--- src/i8080_pkg.sv ---
package i8080_pkg;

  // Flag bit positions in the PSW byte.
  localparam int FlagSignBit   = 7;
  localparam int FlagZeroBit   = 6;
  localparam int FlagAuxBit    = 4;
  localparam int FlagParityBit = 2;
  localparam int FlagCarryBit  = 0;

  // Write counts carried in the result word.
  localparam logic [1:0] WrNone = 2'd0;
  localparam logic [1:0] WrByte = 2'd1;
  localparam logic [1:0] WrPush = 2'd2;

  // Register operand codes.
  localparam logic [2:0] RegB = 3'd0;
  localparam logic [2:0] RegC = 3'd1;
  localparam logic [2:0] RegD = 3'd2;
  localparam logic [2:0] RegE = 3'd3;
  localparam logic [2:0] RegH = 3'd4;
  localparam logic [2:0] RegL = 3'd5;
  localparam logic [2:0] RegM = 3'd6;
  localparam logic [2:0] RegA = 3'd7;

  // Register pair codes.
  localparam logic [1:0] PairBc = 2'd0;
  localparam logic [1:0] PairDe = 2'd1;
  localparam logic [1:0] PairHl = 2'd2;
  localparam logic [1:0] PairSp = 2'd3;

  // Branch condition codes.
  localparam logic [2:0] CondNz = 3'd0;
  localparam logic [2:0] CondZ  = 3'd1;
  localparam logic [2:0] CondNc = 3'd2;
  localparam logic [2:0] CondC  = 3'd3;
  localparam logic [2:0] CondPo = 3'd4;
  localparam logic [2:0] CondPe = 3'd5;
  localparam logic [2:0] CondP  = 3'd6;
  localparam logic [2:0] CondM  = 3'd7;

  // ALU operation codes of the add and subtract group.
  localparam logic [1:0] AluAdd = 2'd0;
  localparam logic [1:0] AluAdc = 2'd1;
  localparam logic [1:0] AluSub = 2'd2;
  localparam logic [1:0] AluSbb = 2'd3;

  // Single opcodes.
  localparam logic [7:0] OpNop  = 8'h00;
  localparam logic [7:0] OpLxiB = 8'h01;
  localparam logic [7:0] OpJmp  = 8'hc3;
  localparam logic [7:0] OpCall = 8'hcd;

  // Opcode groups, each a mask and the value under that mask.
  localparam logic [7:0] MaskPair   = 8'hcf;
  localparam logic [7:0] OpInxRp    = 8'h03;
  localparam logic [7:0] OpDcxRp    = 8'h0b;
  localparam logic [7:0] OpDadRp    = 8'h09;
  localparam logic [7:0] MaskIncDec = 8'hc6;
  localparam logic [7:0] OpIncDec   = 8'h04;
  localparam logic [7:0] MaskAluReg = 8'he0;
  localparam logic [7:0] OpAluReg   = 8'h80;
  localparam logic [7:0] MaskAluImm = 8'he7;
  localparam logic [7:0] OpAluImm   = 8'hc6;
  localparam logic [7:0] MaskCond   = 8'hc7;
  localparam logic [7:0] OpJcc      = 8'hc2;
  localparam logic [7:0] OpCcc      = 8'hc4;

  // Result word fields.
  typedef struct packed {
    logic        unimplemented;
    logic [15:0] hl_out;
    logic [7:0]  flags_out;
    logic [7:0]  acc_out;
    logic [7:0]  write_high_byte;
    logic [7:0]  write_low_byte;
    logic [15:0] write_address;
    logic [1:0]  write_count;
    logic [15:0] next_pc;
  } result_t;

  // Sum of an 8-bit add with the carries out of bit 3 and bit 7.
  typedef struct packed {
    logic [7:0] sum;
    logic       aux;
    logic       carry;
  } add_t;

  function automatic add_t add8(input logic [7:0] x, input logic [7:0] y, input logic cin);
    add_t r;
    logic [4:0] lo;
    logic [8:0] s;
    lo = {1'b0, x[3:0]} + {1'b0, y[3:0]} + {4'd0, cin};
    s = {1'b0, x} + {1'b0, y} + {8'd0, cin};
    r.sum = s[7:0];
    r.aux = lo[4];
    r.carry = s[8];
    return r;
  endfunction

endpackage

--- src/i8080_instruction_execute_top.sv ---
// 8080 instruction execute unit.
// Input channel s_axis: one word per fetched instruction. tdata holds, from the
// lowest bit up, the opcode, the byte after it, the second byte after it, and
// the memory byte at address HL.
// Output channel m_axis: one word per instruction with the next PC, the memory
// write request (count, address, low and high byte), A, flags, HL and an
// unimplemented flag for opcodes outside the covered set.
// Each instruction is decoded and executed in the cycle it is accepted, and its
// result word is registered, so m_axis tvalid rises in the cycle after its
// acceptance. One instruction per cycle is sustained while the receiver does
// not stall, since register state is updated at the same edge as the result.
// When the receiver stalls, the result word holds; a new instruction is still
// taken as long as the result register is empty or drained in that cycle.
// Reset clears all registers, SP, PC and flags to zero and empties the output.
module i8080_instruction_execute_top (
  input  logic         clk,
  input  logic         rst,
  input  logic         s_axis_tvalid,
  output logic         s_axis_tready,
  // opcode, operand_low, operand_high, hl_memory_byte
  input  logic [31:0]  s_axis_tdata,
  output logic         m_axis_tvalid,
  input  logic         m_axis_tready,
  // next_pc, write_count, write_address, write_low_byte, write_high_byte,
  // acc_out, flags_out, hl_out, unimplemented (then zero fill)
  output logic [87:0]  m_axis_tdata
);

  logic [7:0]  acc, reg_b, reg_c, reg_d, reg_e, reg_h, reg_l;
  logic [15:0] sp, pc;
  logic        f_z, f_s, f_p, f_cy, f_ac;

  logic [7:0]  acc_next, b_next, c_next, d_next, e_next, h_next, l_next;
  logic [15:0] sp_next, pc_next;
  logic        z_next, s_next, p_next, cy_next, ac_next;

  i8080_pkg::result_t res, res_next;
  logic out_valid;
  logic take;

  logic [7:0]  opc, lo, hi, mem;
  logic [15:0] target, hl;
  logic [7:0]  src, pair_op, alu_y;
  logic [15:0] pair_val, pair_res;
  logic [16:0] dad_sum;
  logic        cond, alu_cin;
  i8080_pkg::add_t ar;

  assign opc = s_axis_tdata[7:0];
  assign lo  = s_axis_tdata[15:8];
  assign hi  = s_axis_tdata[23:16];
  assign mem = s_axis_tdata[31:24];
  assign target = {hi, lo};
  assign hl = {reg_h, reg_l};

  assign s_axis_tready = !out_valid || m_axis_tready;
  assign take = s_axis_tvalid && s_axis_tready;
  assign m_axis_tvalid = out_valid;
  assign m_axis_tdata = {5'd0, res};

  // Register operand select; the M code reads the memory byte.
  always_comb begin
    unique case ((opc[7:6] == 2'b10) ? opc[2:0] : opc[5:3])
      i8080_pkg::RegB: src = reg_b;
      i8080_pkg::RegC: src = reg_c;
      i8080_pkg::RegD: src = reg_d;
      i8080_pkg::RegE: src = reg_e;
      i8080_pkg::RegH: src = reg_h;
      i8080_pkg::RegL: src = reg_l;
      i8080_pkg::RegM: src = mem;
      default:         src = acc;
    endcase
  end

  // Register pair select for INX, DCX and DAD.
  always_comb begin
    unique case (opc[5:4])
      i8080_pkg::PairBc: pair_val = {reg_b, reg_c};
      i8080_pkg::PairDe: pair_val = {reg_d, reg_e};
      i8080_pkg::PairHl: pair_val = hl;
      default:           pair_val = sp;
    endcase
  end

  // Condition code test.
  always_comb begin
    unique case (opc[5:3])
      i8080_pkg::CondNz: cond = !f_z;
      i8080_pkg::CondZ:  cond = f_z;
      i8080_pkg::CondNc: cond = !f_cy;
      i8080_pkg::CondC:  cond = f_cy;
      i8080_pkg::CondPo: cond = !f_p;
      i8080_pkg::CondPe: cond = f_p;
      i8080_pkg::CondP:  cond = !f_s;
      default:           cond = f_s;
    endcase
  end

  // One shared 8-bit adder serves INR/DCR and the ALU group.
  always_comb begin
    pair_op = src;
    alu_y = 8'h01;
    alu_cin = 1'b0;
    if (opc[7:6] == 2'b00) begin
      alu_y = opc[0] ? 8'hff : 8'h01;
    end else begin
      if (opc[7:6] == 2'b11) pair_op = lo;
      alu_y = opc[4] ? ~pair_op : pair_op;
      alu_cin = opc[4] ? !(opc[3] && f_cy) : (opc[3] && f_cy);
    end
    ar = i8080_pkg::add8((opc[7:6] == 2'b00) ? src : acc, alu_y, alu_cin);
  end

  assign pair_res = opc[3] ? pair_val - 16'd1 : pair_val + 16'd1;
  assign dad_sum = {1'b0, hl} + {1'b0, pair_val};

  // Instruction decode and next state.
  always_comb begin
    acc_next = acc; b_next = reg_b; c_next = reg_c; d_next = reg_d;
    e_next = reg_e; h_next = reg_h; l_next = reg_l;
    sp_next = sp; z_next = f_z; s_next = f_s; p_next = f_p;
    cy_next = f_cy; ac_next = f_ac;
    pc_next = pc + 16'd1;
    res_next = '0;
    if (opc == i8080_pkg::OpNop) begin
    end else if (opc == i8080_pkg::OpLxiB) begin
      b_next = hi; c_next = lo;
      pc_next = pc + 16'd3;
    end else if ((opc & i8080_pkg::MaskPair) == i8080_pkg::OpInxRp ||
                 (opc & i8080_pkg::MaskPair) == i8080_pkg::OpDcxRp) begin
      unique case (opc[5:4])
        i8080_pkg::PairBc: {b_next, c_next} = pair_res;
        i8080_pkg::PairDe: {d_next, e_next} = pair_res;
        i8080_pkg::PairHl: {h_next, l_next} = pair_res;
        default:           sp_next = pair_res;
      endcase
    end else if ((opc & i8080_pkg::MaskPair) == i8080_pkg::OpDadRp) begin
      cy_next = dad_sum[16];
      {h_next, l_next} = dad_sum[15:0];
    end else if ((opc & i8080_pkg::MaskIncDec) == i8080_pkg::OpIncDec) begin
      ac_next = ar.aux; s_next = ar.sum[7]; z_next = (ar.sum == 8'd0);
      p_next = ~^ar.sum;
      unique case (opc[5:3])
        i8080_pkg::RegB: b_next = ar.sum;
        i8080_pkg::RegC: c_next = ar.sum;
        i8080_pkg::RegD: d_next = ar.sum;
        i8080_pkg::RegE: e_next = ar.sum;
        i8080_pkg::RegH: h_next = ar.sum;
        i8080_pkg::RegL: l_next = ar.sum;
        i8080_pkg::RegM: begin
          res_next.write_count = i8080_pkg::WrByte;
          res_next.write_address = hl;
          res_next.write_low_byte = ar.sum;
        end
        default:         acc_next = ar.sum;
      endcase
    end else if ((opc & i8080_pkg::MaskAluReg) == i8080_pkg::OpAluReg ||
                 (opc & i8080_pkg::MaskAluImm) == i8080_pkg::OpAluImm) begin
      acc_next = ar.sum;
      ac_next = ar.aux; s_next = ar.sum[7]; z_next = (ar.sum == 8'd0);
      p_next = ~^ar.sum;
      cy_next = ar.carry ^ opc[4];
      if (opc[7:6] == 2'b11) pc_next = pc + 16'd2;
    end else if (opc == i8080_pkg::OpJmp ||
                 (opc & i8080_pkg::MaskCond) == i8080_pkg::OpJcc) begin
      pc_next = (opc == i8080_pkg::OpJmp || cond) ? target : pc + 16'd3;
    end else if (opc == i8080_pkg::OpCall ||
                 (opc & i8080_pkg::MaskCond) == i8080_pkg::OpCcc) begin
      pc_next = pc + 16'd3;
      if (opc == i8080_pkg::OpCall || cond) begin
        sp_next = sp - 16'd2;
        res_next.write_count = i8080_pkg::WrPush;
        res_next.write_address = sp - 16'd2;
        res_next.write_low_byte = pc_next[7:0];
        res_next.write_high_byte = pc_next[15:8];
        pc_next = target;
      end
    end else begin
      res_next.unimplemented = 1'b1;
      pc_next = pc;
    end
    res_next.next_pc = pc_next;
    res_next.acc_out = acc_next;
    res_next.hl_out = {h_next, l_next};
    res_next.flags_out = '0;
    res_next.flags_out[i8080_pkg::FlagSignBit] = s_next;
    res_next.flags_out[i8080_pkg::FlagZeroBit] = z_next;
    res_next.flags_out[i8080_pkg::FlagAuxBit] = ac_next;
    res_next.flags_out[i8080_pkg::FlagParityBit] = p_next;
    res_next.flags_out[i8080_pkg::FlagCarryBit] = cy_next;
  end

  // Architectural state and output register.
  always_ff @(posedge clk) begin
    if (rst) begin
      acc <= '0; reg_b <= '0; reg_c <= '0; reg_d <= '0; reg_e <= '0;
      reg_h <= '0; reg_l <= '0; sp <= '0; pc <= '0;
      f_z <= 1'b0; f_s <= 1'b0; f_p <= 1'b0; f_cy <= 1'b0; f_ac <= 1'b0;
      out_valid <= 1'b0;
    end else begin
      if (take) begin
        out_valid <= 1'b1;
      end else if (m_axis_tready) begin
        out_valid <= 1'b0;
      end
      if (take) begin
        acc <= acc_next; reg_b <= b_next; reg_c <= c_next; reg_d <= d_next;
        reg_e <= e_next; reg_h <= h_next; reg_l <= l_next;
        sp <= sp_next; pc <= pc_next;
        f_z <= z_next; f_s <= s_next; f_p <= p_next; f_cy <= cy_next; f_ac <= ac_next;
      end
    end
  end

  always_ff @(posedge clk) begin
    if (take) res <= res_next;
  end

`ifndef SYNTHESIS
  // A stalled result word must not be overwritten.
  a_hold: assert property (@(posedge clk) disable iff (rst)
    m_axis_tvalid && !m_axis_tready |=> m_axis_tvalid && $stable(m_axis_tdata))
    else $error("result word changed while stalled");

  // The reported PC always matches the architectural PC after acceptance.
  a_pc: assert property (@(posedge clk) disable iff (rst)
    take |=> res.next_pc == pc)
    else $error("reported PC differs from PC register");

  // An unimplemented opcode leaves the PC where it was.
  a_unimpl: assert property (@(posedge clk) disable iff (rst)
    take && res_next.unimplemented |=> pc == $past(pc))
    else $error("unimplemented opcode moved PC");
`endif

endmodule
--- config.mk ---
export PLATFORM = sky130hd
export DESIGN_NAME = i8080_instruction_execute_top
export DESIGN_NICKNAME = d
export VERILOG_FILES = /design/src/i8080_pkg.sv /design/src/i8080_instruction_execute_top.sv
export SDC_FILE = /design/constraint.sdc
export NUM_CORES = 1
export LEC_CHECK = 0
export BUFFER_PORTS_ARGS = -buffer_cell sky130_fd_sc_hd__buf_4
export CORE_UTILIZATION = 42
export CTS_BUF_LIST = sky130_fd_sc_hd__clkbuf_4
export CTS_CLUSTER_SIZE = 25
export DETAILED_ROUTE_END_ITERATION = 8
export SYNTH_ARGS = -nofsm -noshare
export SYNTH_HDL_FRONTEND = slang
export SYNTH_SLANG_ARGS = --single-unit
--- constraint.sdc ---
create_clock -name clk -period 13.7 [get_ports clk]
set_input_delay 0.685 -clock clk [delete_from_list [all_inputs] [get_ports clk]]
set_output_delay 0.685 -clock clk [all_outputs]
set_load 0.03 [all_outputs]
==> metrics.log, run 1 <==
INFO  metric post-dp-hpwl = about 37 mm
INFO  metric drt_wl_total = 51.6 mm
INFO  metric synth_cell_types = 82
INFO  metric setup_crit_path_kind = in2reg
INFO  metric initial_utilization = 42.9%
INFO  metric hold_slack = 286 ps
INFO  metric holdPathEnd = m_axis_tvalid
INFO  metric multiplexer_fraction_of_the_synthesized_cell_area = 8.03%
INFO  metric critPathLaunchType = input pin
INFO  metric floorplan.die.height = approximately 180 um
INFO  metric power.sequential.fraction = 42.8%
INFO  metric synth_compound_gate_area_share = roughly a quarter
INFO  metric cts.clk_slew.worst_paths = 160 ps
INFO  metric final_area = 14600 um2
INFO  metric route.detailed.vias_per_inst = 6.35
INFO  metric sw_frac_of_total = between 40% and 50%
INFO  metric clock.fmax = 165 MHz
INFO  metric post-cts-setup-buffers = 0
INFO  metric report.final.setup_viol = 0
INFO  metric io_pins = 126
INFO  metric cellInternalPower = around 0.84 mW
INFO  metric holdPathStages = 3
INFO  metric synth.avg_cell_area = just over 8 um2
INFO  metric timing.final.crit_share = 44.3%
INFO  metric placement_rows = 64
INFO  metric finalNetCount = 1740
INFO  metric p_comb_share = 34.9%
INFO  metric ff2ff_setup_slack = 8780 ps
INFO  metric cts_inserted_buffers = 17
INFO  metric timing.critical_path.slowest_cell_delay = 930 ps
INFO  metric timing.max_cap.violations = 0
INFO  metric number_of_slew_limit_violations_in_the_final_report = 0
INFO  metric main_combinational_cell_family_by_area_after_synthesis = compound AO/OA/AOI/OAI gates
INFO  metric yosysWarningCount = 0
INFO  metric worst_r2r_path_depth = 17
INFO  metric run_status = finished clean
INFO  metric cts.htree.levels = 4
INFO  metric critical-path-top-cell-by-count = sky130_fd_sc_hd__o21ai_0
INFO  metric crit-reg2reg-capture = m_axis_tdata[60]
INFO  metric portBuffers = approximately 120
INFO  metric cp_required = around 14000 ps
INFO  metric critPathMaxFanout = 12
INFO  metric post_cts_resized = 0
INFO  metric slew-limit-headroom = 24.5%
INFO  metric globalplace.congestion = 0.972
INFO  metric chipWidth = 179 um
INFO  metric cts_hold_repair.buffers = 0
INFO  metric clock_tree_from_tritoncts = done
INFO  metric grt_overflow = 0
INFO  metric pin_count_of_the_biggest_net_entering_global_routing = 81
INFO  metric power.ir.vdd_worst = ~0.072 mV
INFO  metric ys.flop_type = sky130_fd_sc_hd__dfxtp_1
INFO  metric power.total = 1.43 mW
INFO  metric synth_adder_area_share = 4.80%
INFO  metric grt_pass1_wl = roughly 76 mm
INFO  metric worstPathCellList = buf_4 > nor2b_1 > mux2i_1 > nand2_1 > o21ai_0 > a31oi_1 > a21oi_1 > o21ai_0 > xnor2_1 > a22oi_1 > fa_1 > inv_1 > fa_1 > nor2b_1 > o21a_1 > o21ai_0 > a21oi_1 > a211oi_2 > xnor3_1 > xnor2_1 > mux2_2
INFO  metric critPathSlowestCell = sky130_fd_sc_hd__mux2i_1
INFO  metric clockBufferDepth = 2
INFO  metric clk_network_pwr_share = around 22%
INFO  metric timing.final.hold_violations = 0
INFO  metric vias = 13100
INFO  metric synth_cells = between 1500 and 2000
INFO  metric grt_pass1_vias = 11900
INFO  metric critical_path.reg2reg.startpoint = reg_l[0]
INFO  metric floorplan.die_area = between 30000 and 40000 um2
INFO  metric drive_above_1_share = 15.2%
INFO  metric clock_latency = 670 ps
INFO  metric final_layout_setup_total_negative_slack = 0 ps
INFO  metric netlist_area = 13100 um2
INFO  metric worst_hold_startpoint = s_axis_tvalid
INFO  metric grt_antenna_before_repair = 1
INFO  metric detailedRoute.firstIterationViolations = 1490
INFO  metric layout.cells.most_common_list = sky130_fd_sc_hd__nor2_1, sky130_fd_sc_hd__nand2_1, sky130_fd_sc_hd__buf_4, sky130_fd_sc_hd__o21ai_0, sky130_fd_sc_hd__a21oi_1
INFO  metric hold_path.class = in2reg
INFO  metric synth_enable_flop_cells = 80
INFO  metric core-area = between 30000 and 40000 um2
INFO  metric power-per-cell-area = 97.9 nW/um2
INFO  metric grt_setup_unrepaired = no
INFO  metric most_frequent_standard_cell_in_the_layout_excluding_fill_and_tap_cells = sky130_fd_sc_hd__nor2_1
INFO  metric synth-seq-cells = between 150 and 200
INFO  metric grt_use_total = about a third
INFO  metric dr.pass1.iters = 5
INFO  metric power.net_switching = 0.582 mW
INFO  metric worst_clock_skew = 44.9 ps
INFO  metric remaining_drc_errors = 0
INFO  metric flow.area_growth_from_synthesis = 10.9%
INFO  metric root_buffer = sky130_fd_sc_hd__clkbuf_4
INFO  metric worst_setup_path_end_kind = register
INFO  metric avgRoutedWirePerCell = 25.0 um
INFO  metric layout_min_cycle_time = 6070 ps
INFO  metric power.leakage = approximately 5.6 nW
INFO  metric wp_data_arrival = between 6000 and 7000 ps
INFO  metric dpl-instance-area = roughly 14000 um2
INFO  metric residual_antenna_violating_net_count_after_detailed_routing = 0
INFO  metric ys_seq_area_share = around 33%
INFO  metric synth-simple-area-share = 19.3%
INFO  metric async_flop_share = 0%
INFO  metric slew_at_the_pin_closest_to_its_max_slew_limit = 1130 ps
INFO  metric utilization = 47.5%
INFO  metric post_synth_xor_area_fraction = approximately 6.2%
INFO  metric tritoncts_num_sinks = between 150 and 200
registers in the layout, indices dropped and copies added (netlist names):
| register | flops |
|---|---|
| m_axis_tdata | 80 |
| pc | 16 |
| sp | 16 |
| acc | 8 |
| reg_b | 8 |
| reg_c | 8 |
| reg_d | 8 |
| reg_e | 8 |
| reg_h | 8 |
| reg_l | 8 |
| f_ac | 1 |
| f_cy | 1 |
| f_p | 1 |
| f_s | 1 |
| f_z | 1 |
| m_axis_tvalid | 1 |
cell families after synthesis:
family | count (synthesis)
and+or+nand+nor | 570
AOI/OAI and AO/OA | 496
DFF | 174
buffers and inverters | 149
xor gates and xnor gates | 92
muxes | 74
adders and majority gates | 48
other | 1
synthesized netlist by cell type, types with 12 or more instances:
master | count | area [um2]
sky130_fd_sc_hd__nand2b_1 | 18 | 113
sky130_fd_sc_hd__nand3_1 | 35 | 175
sky130_fd_sc_hd__inv_1 | 30 | 113
sky130_fd_sc_hd__a21o_1 | 21 | 158
sky130_fd_sc_hd__xnor2_1 | 61 | 534
sky130_fd_sc_hd__clkbuf_1 | 88 | 330
sky130_fd_sc_hd__mux2_2 | 16 | 180
sky130_fd_sc_hd__a211oi_1 | 32 | 240
sky130_fd_sc_hd__a21oi_1 | 124 | 621
sky130_fd_sc_hd__buf_2 | 13 | 65.1
sky130_fd_sc_hd__o211ai_1 | 22 | 165
sky130_fd_sc_hd__nor2_1 | 203 | 762
sky130_fd_sc_hd__dfxtp_1 | 94 | 1880
sky130_fd_sc_hd__o21ai_0 | 133 | 666
sky130_fd_sc_hd__o221ai_1 | 15 | 131
sky130_fd_sc_hd__ha_1 | 44 | 551
sky130_fd_sc_hd__xor2_1 | 30 | 263
sky130_fd_sc_hd__o22ai_1 | 19 | 119
sky130_fd_sc_hd__mux4_2 | 22 | 495
sky130_fd_sc_hd__o21a_1 | 12 | 90.1
sky130_fd_sc_hd__mux2i_1 | 34 | 340
sky130_fd_sc_hd__a22oi_1 | 12 | 90.1
sky130_fd_sc_hd__a221oi_1 | 16 | 140
sky130_fd_sc_hd__a31oi_1 | 18 | 113
sky130_fd_sc_hd__nand2_1 | 197 | 739
sky130_fd_sc_hd__nor3_1 | 36 | 180
sky130_fd_sc_hd__edfxtp_1 | 80 | 2400
stage by stage:
stage / worst slack [ps] / instances
6_report: 7630 / 2066
5_1_grt: 7400 / 2066
4_1_cts: 7800 / 2065
3_5_place_dp: 7130 / 2033
3_3_place_gp: 7300 / 2033
2_1_floorplan: 8230 / 1611
power groups by stage:
| stage | Combinational [mW] | Sequential (mW) | Clock, mW |
|---|---|---|---|
| 6_report | 0.498 | 0.611 | 0.317 |
| 5_1_grt | 0.533 | 0.614 | 0.341 |
| 4_1_cts | 0.487 | 0.610 | 0.325 |
| 3_5_place_dp | 0.486 | 0.621 | 0 |
| 3_3_place_gp | 0.482 | 0.620 | 0 |
| 2_1_floorplan | 0.301 | 0.643 | 0 |
how the worst max path moves through the flow:
| stage | startpoint | endpoint | slack [ps] | cells after the start |
|---|---|---|---|---|
| after global routing | s_axis_tdata[7] | m_axis_tdata[60] | 7400 | 21 |
| after floorplan | s_axis_tdata[7] | m_axis_tdata[60] | 8230 | 22 |
| after detailed placement | s_axis_tdata[7] | m_axis_tdata[60] | 7130 | 20 |
| after global placement | s_axis_tdata[7] | m_axis_tdata[60] | 7300 | 21 |
| final | s_axis_tdata[7] | m_axis_tdata[60] | 7630 | 21 |
| after CTS | s_axis_tdata[7] | m_axis_tdata[60] | 7800 | 20 |
final cells by class:
class | instances | area, um2
Fill cell | 3075 | 16100
Multi-Input combinational cell | 1288 | 8300
Sequential cell | 174 | 4280
Timing Repair Buffer | 145 | 1090
Tap cell | 396 | 495
Clock inverter | 15 | 165
Clock buffer | 17 | 128
Inverter | 30 | 115
Antenna cell | 1 | 2.50
critical path: cells and delay by family:
kind	cells	cell delay, ps
mux	2	1190
compound gates	9	2090
buf+inv	2	210
xor+xnor	3	790
simple gates	3	820
fa+ha+maj	2	660
per-layer routing:
| metal | vias to the layer above | GRT usage, % | wire length [um] |
|---|---|---|---|
| li1 | 5984 | - | - |
| met1 | 6297 | 43.9 | 21700 |
| met2 | 723 | 49.2 | 22800 |
| met3 | 125 | 7.95 | 5200 |
| met4 | 0 | 13.1 | 1940 |
| met5 | - | 0 | 0 |
Note: power is estimated with default switching activity, not from simulation.
==> inputs of run 2 (changes only) <==
Clock period 13.7 ns to 5.99 ns, I/O delays scaled along.
==> run 2 against run 1 <==
  * Clock skew shrank 9.8 ps
  * Critical endpoint unchanged
  * Cell count increased by 1.1%
  * Sequential share of layout area fell by 0.35 points
  * Largest cell class unchanged
  * Hold slack got worse by 240 ps
  * Via count rose by 1.3%
==> metrics.log, run 2 (synthesized netlist as in run 1, its figures left out) <==
INFO  metric run_status = finished clean
INFO  metric number_of_slew_limit_violations_in_the_final_report = 0 (unchanged)
INFO  metric layout_min_cycle_time = 4860 ps
INFO  metric worst_clock_skew = 35.1 ps (-9.83 ps)
INFO  metric final_layout_setup_total_negative_slack = 0 ps (unchanged)
INFO  metric tritoncts_num_sinks = 174 (unchanged)
INFO  metric grt_overflow = 0 (unchanged)
INFO  metric grt_pass1_vias = 12200 (+2.4%)
INFO  metric layout.cells.most_common_list = sky130_fd_sc_hd__nor2_1, sky130_fd_sc_hd__nand2_1, sky130_fd_sc_hd__buf_4, sky130_fd_sc_hd__o21ai_0, sky130_fd_sc_hd__a21oi_1
INFO  metric ff2ff_setup_slack = 1520 ps (-7260 ps)
INFO  metric clock_tree_from_tritoncts = done
INFO  metric power.ir.vdd_worst = 0.157 mV (+120%)
INFO  metric worstPathCellList = buf_4 > nor2b_1 > mux2i_2 > buf_4 > nand2_1 > nand2_1 > a221oi_1 > o21ai_0 > xor2_1 > a221o_1 > ha_1 > a21o_1 > a21oi_1 > xnor2_1 > buf_4 > inv_1 > ha_1 > xnor2_1 > xnor2_1 > xnor3_1 > xnor2_1 > mux2_2
INFO  metric critical_path.reg2reg.startpoint = reg_h[1]
INFO  metric timing.max_cap.violations = 0 (unchanged)
INFO  metric post-dp-hpwl = 38.1 mm (+2.1%)
INFO  metric slew_at_the_pin_closest_to_its_max_slew_limit = 1270 ps (+139 ps)
INFO  metric timing.final.crit_share = 81.2%
INFO  metric critPathLaunchType = input pin
INFO  metric cp_required = 6420 ps (-7690 ps)
INFO  metric report.final.setup_viol = 0 (unchanged)
INFO  metric slew-limit-headroom = 15.2% (-9.3 points)
INFO  metric floorplan.die_area = 32000 um2 (unchanged)
INFO  metric power.leakage = 5.73 nW (+1.8%)
INFO  metric hold_path.class = in2reg
INFO  metric dr.pass1.iters = 6 (+1)
INFO  metric worst_r2r_path_depth = 18 (+1)
INFO  metric floorplan.die.height = 179 um (unchanged)
INFO  metric setup_crit_path_kind = in2reg
INFO  metric critPathSlowestCell = sky130_fd_sc_hd__mux2i_2
INFO  metric worst_setup_path_startpoint = s_axis_tdata[7]
INFO  metric worst_setup_path_end_kind = register
INFO  metric crit-reg2reg-capture = m_axis_tdata[60]
INFO  metric initial_utilization = 42.9% (unchanged)
INFO  metric flow.area_growth_from_synthesis = 12.2%
INFO  metric largest_reg_flops = 80 (unchanged)
INFO  metric timing.final.hold_violations = 0 (unchanged)
INFO  metric finalNetCount = 1761 (+1.2%)
INFO  metric portBuffers = 117 (unchanged)
INFO  metric holdPathStages = 3 (unchanged)
INFO  metric pin_count_of_the_biggest_net_entering_global_routing = 81 (unchanged)
INFO  metric power.total = 3.32 mW (+130%)
INFO  metric num-fill-cells = 2990 (-2.8%)
INFO  metric timing.critical_path.slowest_cell_delay = 590 ps (-340 ps)
INFO  metric clock.fmax = 206 MHz
INFO  metric drt_wl_total = 52.5 mm (+1.6%)
INFO  metric most_frequent_standard_cell_in_the_layout_excluding_fill_and_tap_cells = sky130_fd_sc_hd__nor2_1
INFO  metric residual_antenna_violating_net_count_after_detailed_routing = 0 (unchanged)
INFO  metric critical-path-top-cell-by-count = sky130_fd_sc_hd__xnor2_1
INFO  metric detailedRoute.firstIterationViolations = 1843 (+24%)
INFO  metric root_buffer = sky130_fd_sc_hd__clkbuf_4
INFO  metric grt_setup_unrepaired = no
INFO  metric remaining_drc_errors = 0 (unchanged)
INFO  metric utilization = 48.1% (+0.58 points)
INFO  metric chipWidth = 179 um (unchanged)
INFO  metric placement_rows = 64 (unchanged)
INFO  metric critPathMaxFanout = 10 (-2)
INFO  metric wp_data_arrival = 5290 ps (-1190 ps)
INFO  metric cts_inserted_buffers = 17 (unchanged)
INFO  metric globalplace.congestion = 0.976 (+0.35%)
INFO  metric core-area = 30700 um2 (unchanged)
INFO  metric avgRoutedWirePerCell = 25.1 um (+0.51%)
INFO  metric grt_antenna_before_repair = 2 (+1)
INFO  metric grt_pass1_wl = 77.1 mm (+1.2%)
INFO  metric drive_above_1_share = 15.9% (+0.70 points)
INFO  metric holdPathEnd = reg_b[4]
INFO  metric vias = 13300 (+1.3%)
INFO  metric clock_latency = 670 ps (about the same)
INFO  metric power-per-cell-area = 225 nW/um2 (+130%)
INFO  metric clockBufferDepth = 2 (unchanged)
INFO  metric worst_hold_startpoint = s_axis_tdata[20]
INFO  metric grt_use_total = 32.9% (+0.49 points)
INFO  metric cts.htree.levels = 4 (unchanged)
INFO  metric cts.clk_slew.worst_paths = 180 ps (+20 ps)
INFO  metric io_pins = 126 (unchanged)
INFO  metric route.detailed.vias_per_inst = 6.37 (+0.18%)
==> run 2: changes by cell type in the layout (fill, tap and decap cells not counted), sizes merged <==
cell and change:
bufinv +1, diode +2, inv +1, clkbuf +1, clkinv -2, dlygate4sd3 +5
buf +15
==> run 2: final cells by class <==
cell class	instances	area [um2]	area share (%)
antenna	3	7.51	0.0509
clock buffer	17	128	0.865
clock inverter	15	168	1.14
inverter	30	115	0.780
multi-input combinational	1288	8300	56.2
sequential	174	4280	29.0
tap	396	495	3.36
timing repair buffer	166	1260	8.53
==> run 2: worst max-delay path by stage <==
stage,to,slack [ps],cells after the start
6_report,m_axis_tdata[60],1130,22
5_1_grt,m_axis_tdata[60],840,22
4_1_cts,m_axis_tdata[60],1230,22
3_5_place_dp,m_axis_tdata[60],530,22
3_3_place_gp,m_axis_tdata[60],630,22
2_1_floorplan,m_axis_tdata[60],910,22
==> run 2: critical path: cells and delay by family <==
kind	cells	cell delay [ps]
AO/OA/AOI/OAI	5	1200
adder cells (fa/ha/maj)	2	640
buffers and inverters	4	680
AND/OR/NAND/NOR	3	590
multiplexers	2	860
XOR/XNOR	6	1030
==> run 2: layer usage <==
metal	GRT usage (%)	wire length [um]	vias up
li1	-	-	6025
met1	43.3	21700	6401
met2	50.8	23100	734
met3	8.61	5460	139
met4	14.0	2210	0
met5	0	0	-
==> run 2: power by group <==
group / internal (mW) / leakage [nW] / switching, mW
clock network: 0.230 / 0.162 / 0.513
logic: 0.436 / 3.99 / 0.754
registers: 1.32 / 1.57 / 0.0686
==> run 2: stage by stage <==
step | worst slack, ps | cells | hold WS [ps] | instance area (um2)
floorplan | 905 | 1611 | 429 | 13200
global placement | 633 | 2048 | 443 | 14400
detailed placement | 526 | 2048 | 447 | 14400
CTS | 1230 | 2085 | 0.778 | 14700
global route | 840 | 2087 | 27.8 | 14700
finish | 1130 | 2089 | 44.7 | 14800
==> run 2: repair_timing <==
action	in CTS	in global routing
endpoints found under the hold margin	4	0
gates resized for setup	0	0
buffers inserted	0	0
hold buffers	5	0
